===== config.mk =====
export PLATFORM = sky130hd
export DESIGN_NAME = ffa_cell
export DESIGN_NICKNAME = d
export VERILOG_FILES = /design/src/rtl/core/ffa_pkg.sv /design/src/rtl/core/ffa_cell.sv
export SDC_FILE = /design/constraint.sdc
export NUM_CORES = 1
export LEC_CHECK = 0
export ABC_AREA = 1
export BUFFER_PORTS_ARGS = -buffer_cell sky130_fd_sc_hd__clkbuf_2
export CORE_UTILIZATION = 43
export DETAILED_ROUTE_END_ITERATION = 7
export GPL_TIMING_DRIVEN = 0
export PLACE_DENSITY_LB_ADDON = 0.12
export SLEW_MARGIN = 5
export SYNTH_ARGS = -nofsm -noshare
export SYNTH_HDL_FRONTEND = slang
export SYNTH_SLANG_ARGS = --single-unit

===== constraint.sdc =====
create_clock -name aclk -period 1.2 [get_ports aclk]
set_input_delay 0.24 -clock aclk [delete_from_list [all_inputs] [get_ports aclk]]
set_output_delay 0.24 -clock aclk [all_outputs]
set_load 0.005 [all_outputs]

===== src/rtl/core/ffa_pkg.sv =====
// Shared types and codes for the first-fit free-list allocator.
// No dependencies.
`timescale 1ns / 1ps

package ffa_pkg;

    localparam int ADDR_W = 32;
    localparam int CNT_W  = 9;

    localparam logic OP_ALLOC = 1'b0;
    localparam logic OP_FREE  = 1'b1;

    localparam logic [1:0] STATUS_OK    = 2'd0;
    localparam logic [1:0] STATUS_NOFIT = 2'd1;
    localparam logic [1:0] STATUS_FULL  = 2'd2;

    typedef struct packed {
        logic [ADDR_W-1:0] addr;
        logic [ADDR_W-1:0] size;
    } entry_t;

    typedef struct packed {
        logic              opcode;
        logic [ADDR_W-1:0] region_addr;
        logic [ADDR_W-1:0] region_size;
    } req_t;

    typedef struct packed {
        logic [ADDR_W-1:0] alloc_addr;
        logic [1:0]        status;
        logic [ADDR_W-1:0] free_total;
        logic [CNT_W-1:0]  entry_count;
        logic [CNT_W-1:0]  peak_entries;
        logic [ADDR_W-1:0] lost_count;
        logic [ADDR_W-1:0] lost_bytes;
    } rsp_t;

endpackage


===== src/rtl/core/ffa_cell.sv =====
// One slot of the free-region ring: holds an entry and passes it on when shifting.
// Depends on ffa_pkg.
`timescale 1ns / 1ps

module ffa_cell import ffa_pkg::*; (
    input  logic   aclk,
    input  logic   shift_en,
    input  entry_t d,
    output entry_t q
);

    entry_t slot_reg;

    always_ff @(posedge aclk) begin
        if (shift_en) begin
            slot_reg <= d;
        end
    end

    assign q = slot_reg;

endmodule


==> Yosys cells after proc, flatten, opt, wreduce, memory -nomap -nowiden <==
Index checks and enable logic that the tools add are counted.
W data, S select, Z words.
{ "totals": {"regBits": 64, "inputBits": 66, "out_inout_bits": 64, "word_cells": 2} }

==> Longest topological paths before layout <==
Gate-level depths: netlist of run 1.
{ "logic_depth": {"word_depth": 0, "mapped_depth": 0} }

==> Least setup slack after synthesis of run 1 <==
No wires, ideal clock.
{ "synth_timing": {"path_type": "register -> output", "from": "reg slot_reg, in the netlist q[0]", "to": "out q[0] (netlist name)", "t_arrival_ps": 355, "required_time_ps": 960, "path_slack_ps": 605, "stages_incl_launch_ff": 1, "path_cell_list": "edfxtp_1"} }
{ "synth_rtl": {"columns": ["item", "line_no", "rtl"], "rows": [
  ["start, declared", "ffa_cell.sv:12", "entry_t slot_reg;"],
  ["start signal, assigned", "ffa_cell.sv:16", "slot_reg <= d;"],
  ["end, declared", "ffa_cell.sv:9", "output entry_t q"]
]} }
No word-level cell between the ends.

==> Worst setup path in the final report of run 1 <==
{ "layout_timing": {"from": "in shift_en", "to": "reg slot_reg, in the netlist q[45] (enable)"} }
{ "layout_rtl": {"columns": ["item", "line_no", "rtl"], "rows": [
  ["start, declared", "ffa_cell.sv:7", "input logic shift_en,"]
]} }
No word-level cell between the ends.

==> qor.log, run 1 <==
[worst_setup_path] critical path startpoint shift_en
[routing] final antenna-violating net count 0
[floorplanning] die height 68.9 um
[cells_and_area] max FFs per register 64
[outcome] status completed
[power_and_ir_drop] cell-internal power 0.00357 W
[global_routing] largest net degree at the start of global routing 34
[worst_setup_path] WP data arrival 1.15 ns
[floorplanning] starting utilization of the core area 0.464
[timing] Slew @ Worst Pin 0.802 ns
[synthesis] count of state elements after synthesis 64
[timing] Slew Limit Fails 0
[routing] wire length on met1 1260 um
[floorplanning] core box area 0.00414 mm2
[placed_design] pre-CTS WS -0.282 ns
[timing] final hold violation count 0
[clocking] cell chosen for the clock root clkbuf_8
[synthesis] net count after synthesis 130
[min_path] class of the worst hold path primary input to register
[timing] unrepaired setup endpoints after global routing no
[synthesis] library cells used by synthesis 1
[timing] total of endpoints with negative setup slack in the final report 0
[cells_and_area] Inserted Diodes 0
[worst_setup_path] Max stage delay cell, worst path clkbuf_2
[worst_setup_path] Critical path buffers and inverters 2
[routing] met3 layer wire length in the routed design 371 um
[cells_and_area] synth-to-layout area growth 45.5%
[timing] Total Neg Setup Slack 0 ns
[synthesis] count of yosys warnings during synthesis 0
[routing] drt drc 0
[power_and_ir_drop] combinational power share 0.076
[clocking] total clock buffers created by CTS 9
[synthesis] share of synthesized area occupied by flip-flops and latches 1.00
[routing] number of detailed-route iterations in the first pass 4
[synthesis] Synth Cell Area 0.00192 mm2
[power_and_ir_drop] portion of total power attributed to sequential cells 0.607
[worst_setup_path] startpoint type of the worst setup path primary input
[timing] final worst path period need 1.13 ns
[global_routing] total gr overflow 0
[worst_setup_path] Critical Path, Cell by Cell clkbuf_2 -> buf_12
[synthesis] cell with the most instances after synthesis edfxtp_1
[worst_setup_path] category of the worst setup path capture point register
[synthesis] primary flip-flop cell chosen by synthesis mapping edfxtp_1
[routing] DRC marker count from the first detailed-route iteration 65
[cells_and_area] share of post-route cells with drive strength above 1 0.665
[routing] number of vias per cell 4.51
[power_and_ir_drop] relative contribution of the clock network to total power 0.317
[power_and_ir_drop] maximum ir drop on the vdd rail 0.000899 V
[global_routing] global-route usage over all layers 0.165
[worst_setup_path] family of cells with the greatest summed delay on the critical path buffers and inverters
[synthesis] top-area cell type share of the netlist area 1.00
[timing] final worst-path cycle share 0.939
[cells_and_area] total area of multi-input combinational cells 0 um2
[clocking] clock sink count 64
[floorplanning] die area 0.00474 mm2
[worst_setup_path] required time at the endpoint of the critical path 1.22 ns
[clocking] Max clock buf depth 2
[cells_and_area] sequential cell area 0.00192 mm2
[timing] highest attainable clock frequency 888 MHz
[clocking] hold_buf cts 0
[synthesis] largest area contributor in the netlist edfxtp_1
[worst_setup_path] largest fanout on the critical path 33
[floorplanning] total I/O pin count 130
[global_routing] antenna violations before repair 0
[routing] met2 wire len 2040 um
[clocking] buffer count from post-CTS setup fixing 0
[timing] worst path setup slack after routing 0.0733 ns
[cells_and_area] fillers 322
[cells_and_area] net count of the finished layout 271
[placed_design] routability congestion estimate 0.615
[synthesis] synthesized area per cell 30.0 um2
[routing] total number of vias 1,167
[routing] final routed wirelength across all metal layers 3740 um
[cells_and_area] multi-input gates 0
[clocking] CTS tree yes
[floorplanning] die boundary width 68.9 um
[synthesis] most area-consuming cells after synthesis edfxtp_1 100%
[placed_design] number of buffers inserted by port buffering 129
[power_and_ir_drop] Leak 1.24 nW
[synthesis] synth cell count leaders 64 x edfxtp_1
[worst_setup_path] termination of the worst setup path q[45]
[floorplanning] row count 23
[synthesis] count of flip-flops with a built-in enable after synthesis 64
[synthesis] fraction of synthesis flops using an asynchronous set or reset pin 0
[clocking] number of levels the H-tree was split into 3
[power_and_ir_drop] switching portion of total power 0.199
[timing] headroom to the max-slew limit 0.465
[global_routing] global-route wire length before repair 5030 um
[routing] highest metal layer with signal wires met4
[flow_run] max-cap violation count 0
[power_and_ir_drop] Pwr per Cell Area 1590 mW/mm2
[worst_setup_path] count of cell instances traversed by the critical path 2
[routing] wire length per cell 14.4 um
[worst_setup_path] Worst Path Class, Setup primary input to register
[power_and_ir_drop] switching power summed over all nets 0.000884 W
[worst_setup_path] largest incremental delay on the critical path 0.60 ns
[clocking] clock slew seen by the registers of the worst setup and hold paths 0.06 ns
[global_routing] via count of the first global-routing pass 1,161
[clocking] CTS resizes 0
[synthesis] Gate Count Post-Synth 64
-- per-layer routing --
layer | vias to the layer above | track usage
li1 | 542 | -
met1 | 538 | 0.149
met2 | 79 | 0.286
met3 | 8 | 0.0658
met4 | 0 | 0.138
met5 | - | 0
-- power by group through the flow --
stage          clock network, W  logic, W  registers, W
2_1_floorplan                 0         0       0.00278
3_3_place_gp                  0  0.000326       0.00275
3_5_place_dp                  0  0.000346       0.00275
4_1_cts                 0.00146  0.000347       0.00271
5_1_grt                 0.00155  0.000375       0.00273
6_report                0.00141  0.000339       0.00270
-- worst min-delay path by stage --
| stage | slack [ns] | to | start | cells after the start |
|---|---|---|---|---|
| finish | 0.09 | q[11] | d[11] | 1 |
| global route | 0.07 | q[60] | d[60] | 1 |
| CTS | 0.07 | q[14] | d[14] | 1 |
| detailed placement | 0.42 | q[60] | d[60] | 1 |
| global placement | 0.42 | q[16] | d[16] | 1 |
| floorplan | 0.34 | q[0] | d[0] | 0 |
-- metrics by stage --
stage	util	total power [W]	cells	instance area [um2]	hold slack, ns
floorplan	-	0.00278	64	1920	0.339
global placement	0.635	0.00307	243	2630	0.418
finish	0.675	0.00446	259	2800	0.0863
CTS	0.675	0.00451	259	2800	0.0684
detailed placement	0.639	0.00310	244	2650	0.419
global route	0.675	0.00465	259	2800	0.0693
-- cell type report --
cell class	count	share of cell area
Clock inverter	2	0.00268
Tap cell	50	0.0224
Timing Repair Buffer	130	0.238
Sequential cell	64	0.687
Clock buffer	13	0.0497
-- placed cells by master (no fill, tap or decap), drive strengths merged --
cell and count:
buf 1, clkbuf 142, clkinv 2, edfxtp 64
-- kinds of logic (layout without fill, tap and decap cells) --
| logic type | Yosys count | count (layout) | share of synthesized area |
|---|---|---|---|
| buffers and inverters | 0 | 145 | 0 |
| flip-flops | 64 | 64 | 1.00 |
No activity file was read; power rests on OpenSTA's default activity.
==> run 2, diff against run 1 <==
--- a/config.mk
+++ b/config.mk
@@ -5,12 +5,11 @@
 export SDC_FILE = /design/constraint.sdc
 export NUM_CORES = 1
 export LEC_CHECK = 0
-export ABC_AREA = 1
 export BUFFER_PORTS_ARGS = -buffer_cell sky130_fd_sc_hd__clkbuf_2
 export CORE_UTILIZATION = 43
 export DETAILED_ROUTE_END_ITERATION = 7
 export GPL_TIMING_DRIVEN = 0
-export PLACE_DENSITY_LB_ADDON = 0.12
+export PLACE_DENSITY = 0.88
 export SLEW_MARGIN = 5
 export SYNTH_ARGS = -nofsm -noshare
 export SYNTH_HDL_FRONTEND = slang
==> run 2 against run 1 <==
Net effect:
- critical path depth shrank 1
- clock-buffer cell count shrank 2
- hold slack gained 0.0016 ns
- sequential cell count is the same
- final area grew 1.4%
- first-iteration DRC count shrank 51%
- cell count is the same
- critical endpoint is now q[44]
- largest power group unchanged
==> qor.log, run 2 (same netlist as run 1, synthesis figures left out) <==
[outcome] status completed
[global_routing] global-route wire length before repair 4760 um [-5.3%]
[power_and_ir_drop] cell-internal power 0.00399 W [+12%]
[clocking] Max clock buf depth 2 [unchanged]
[min_path] Hold Path Cell Cnt 1 [unchanged]
[placed_design] post-placement cell count 243 [-0.41%]
[timing] headroom to the max-slew limit 0.446 [-0.0198]
[min_path] class of the worst hold path primary input to register
[cells_and_area] top library cells by usage in the layout, fill and taps aside 128 x clkbuf_2, 64 x edfxtp_1, 9 x clkbuf_8
[placed_design] routability congestion estimate 0.633 [+3.0%]
[cells_and_area] most common library cell in the layout ignoring fill and taps clkbuf_2
[cells_and_area] total area of multi-input combinational cells 0 um2 [unchanged]
[clocking] CTS resizes 0 [unchanged]
[timing] final hold violation count 0 [unchanged]
[clocking] number of levels the H-tree was split into 3 [unchanged]
[timing] final worst path period need 1.10 ns [-0.0313 ns]
[power_and_ir_drop] maximum ir drop on the vdd rail 0.00134 V [+49%]
[routing] met3 layer wire length in the routed design 337 um [-9.2%]
[routing] final routed wirelength across all metal layers 3790 um [+1.4%]
[timing] worst path setup slack after routing 0.105 ns [+0.0313 ns]
[routing] wire length on met1 1280 um [+1.9%]
[clocking] total clock buffers created by CTS 9 [unchanged]
[routing] final antenna-violating net count 0 [unchanged]
[min_path] Endpoint, Worst Hold q[62]
[timing] Slew @ Worst Pin 0.832 ns [+0.0296 ns]
[routing] number of vias per cell 4.36 [-3.2%]
[global_routing] largest net degree at the start of global routing 65 [+91%]
[global_routing] global-route usage over all layers 0.158 [-0.00709]
[routing] met2 wire len 2120 um [+4.1%]
[worst_setup_path] largest incremental delay on the critical path 0.40 ns [-0.20 ns]
[cells_and_area] synth-to-layout area growth 47.5%
[worst_setup_path] largest fanout on the critical path 1 [-97%]
[power_and_ir_drop] switching power summed over all nets 0.000932 W [+5.4%]
[floorplanning] core box area 0.00414 mm2 [unchanged]
[power_and_ir_drop] portion of total power attributed to sequential cells 0.551 [-0.056]
[clocking] cell chosen for the clock root clkbuf_8
[cells_and_area] post-layout instance count excluding filler cells 259 [unchanged]
[cells_and_area] share of post-route cells with drive strength above 1 0.670 [+0.00478]
[floorplanning] die height 68.9 um [unchanged]
[clocking] clock slew seen by the registers of the worst setup and hold paths 0.06 ns [about the same]
[floorplanning] die boundary width 68.9 um [unchanged]
[floorplanning] row count 23 [unchanged]
[routing] highest metal layer with signal wires met4
[worst_setup_path] critical path startpoint q[44]
[routing] drt drc 0 [unchanged]
[worst_setup_path] Critical path buffers and inverters 1 [-1]
[placed_design] pre-CTS WS -0.122 ns [+0.160 ns]
[clocking] clock sink count 64 [unchanged]
[flow_run] max-cap violation count 0 [unchanged]
[min_path] Hold Crit Start d[62]
[cells_and_area] net count of the finished layout 270 [-0.37%]
[power_and_ir_drop] combinational power share 0.066 [-0.010]
[timing] highest attainable clock frequency 913 MHz [+2.9%]
[cells_and_area] Inserted Diodes 0 [unchanged]
[cells_and_area] fillers 292 [-9.3%]
[placed_design] number of buffers inserted by port buffering 129 [unchanged]
[power_and_ir_drop] Leak 1.26 nW [+1.5%]
[routing] number of detailed-route iterations in the first pass 4 [unchanged]
[worst_setup_path] Worst Path Class, Setup register to output port
[timing] worst hold slack 0.0880 ns [+0.00164 ns]
[clocking] hold_buf cts 0 [unchanged]
[power_and_ir_drop] switching portion of total power 0.189 [-0.00917]
[clocking] buffer count from post-CTS setup fixing 0 [unchanged]
[worst_setup_path] Critical Path, Cell by Cell clkbuf_2
[timing] Slew Limit Fails 0 [unchanged]
[cells_and_area] multi-input gates 0 [unchanged]
[worst_setup_path] startpoint type of the worst setup path register
[routing] DRC marker count from the first detailed-route iteration 32 [-51%]
[global_routing] antenna violations before repair 0 [unchanged]
[power_and_ir_drop] Pwr per Cell Area 1740 mW/mm2 [+9.0%]
[cells_and_area] max FFs per register 64 [unchanged]
[worst_setup_path] Max stage delay cell, worst path edfxtp_1
[timing] final worst-path cycle share 0.913 [-0.0261]
[worst_setup_path] WP data arrival 0.86 ns [-0.29 ns]
[worst_setup_path] category of the worst setup path capture point output port
[routing] wire length per cell 14.6 um [+1.4%]
[floorplanning] starting utilization of the core area 0.464 [unchanged]
[floorplanning] die area 0.00474 mm2 [unchanged]
[worst_setup_path] required time at the endpoint of the critical path 0.96 ns [-0.26 ns]
[global_routing] total gr overflow 0 [unchanged]
[clocking] CTS tree yes
[timing] unrepaired setup endpoints after global routing no
[routing] total number of vias 1,130 [-3.2%]
[global_routing] via count of the first global-routing pass 1,072 [-7.7%]
[worst_setup_path] family of cells with the greatest summed delay on the critical path flip-flops
[power_and_ir_drop] relative contribution of the clock network to total power 0.383 [+0.066]
[floorplanning] total I/O pin count 130 [unchanged]
[timing] total of endpoints with negative setup slack in the final report 0 [unchanged]
-- run 2: area by class of cell --
cell class | count | area (um2) | share of cell area
Clock buffer | 11 | 131 | 0.0463
Clock inverter | 5 | 71.3 | 0.0252
Tap cell | 50 | 62.6 | 0.0221
Sequential cell | 64 | 1920 | 0.678
Timing Repair Buffer | 129 | 648 | 0.229
-- run 2: worst max path at each step --
| stage | depth (start not counted) | slack, ns | endpoint |
|---|---|---|---|
| after floorplan | 0 | 0.60 | q[0] |
| after global placement | 1 | -0.53 | q[35] |
| after detailed placement | 1 | -0.12 | q[57] |
| after CTS | 1 | 0.08 | q[44] |
| after global routing | 1 | 0.06 | q[44] |
| final | 1 | 0.10 | q[44] |
-- run 2: stage by stage --
step / TNS, ns / total power [W] / cell area (um2) / util
4_1_cts: 0 / 0.00500 / 2840 / 0.684
3_5_place_dp: -7.62 / 0.00309 / 2630 / 0.635
3_3_place_gp: -33.55 / 0.00307 / 2630 / 0.635
2_1_floorplan: 0 / 0.00278 / 1920 / -
5_1_grt: 0 / 0.00512 / 2840 / 0.684
6_report: 0 / 0.00492 / 2840 / 0.684
-- run 2: routing by layer --
layer	up-vias	global-route usage
li1	540	-
met1	521	0.143
met2	62	0.275
met3	7	0.0658
met4	0	0.122
met5	-	0
-- run 2: power by group through the flow --
| stage | clock network, W | registers, W | logic, W |
|---|---|---|---|
| 4_1_cts | 0.00195 | 0.00271 | 0.000335 |
| 3_5_place_dp | 0 | 0.00276 | 0.000334 |
| 6_report | 0.00188 | 0.00271 | 0.000327 |
| 5_1_grt | 0.00203 | 0.00273 | 0.000362 |
| 3_3_place_gp | 0 | 0.00275 | 0.000322 |
| 2_1_floorplan | 0 | 0.00278 | 0 |
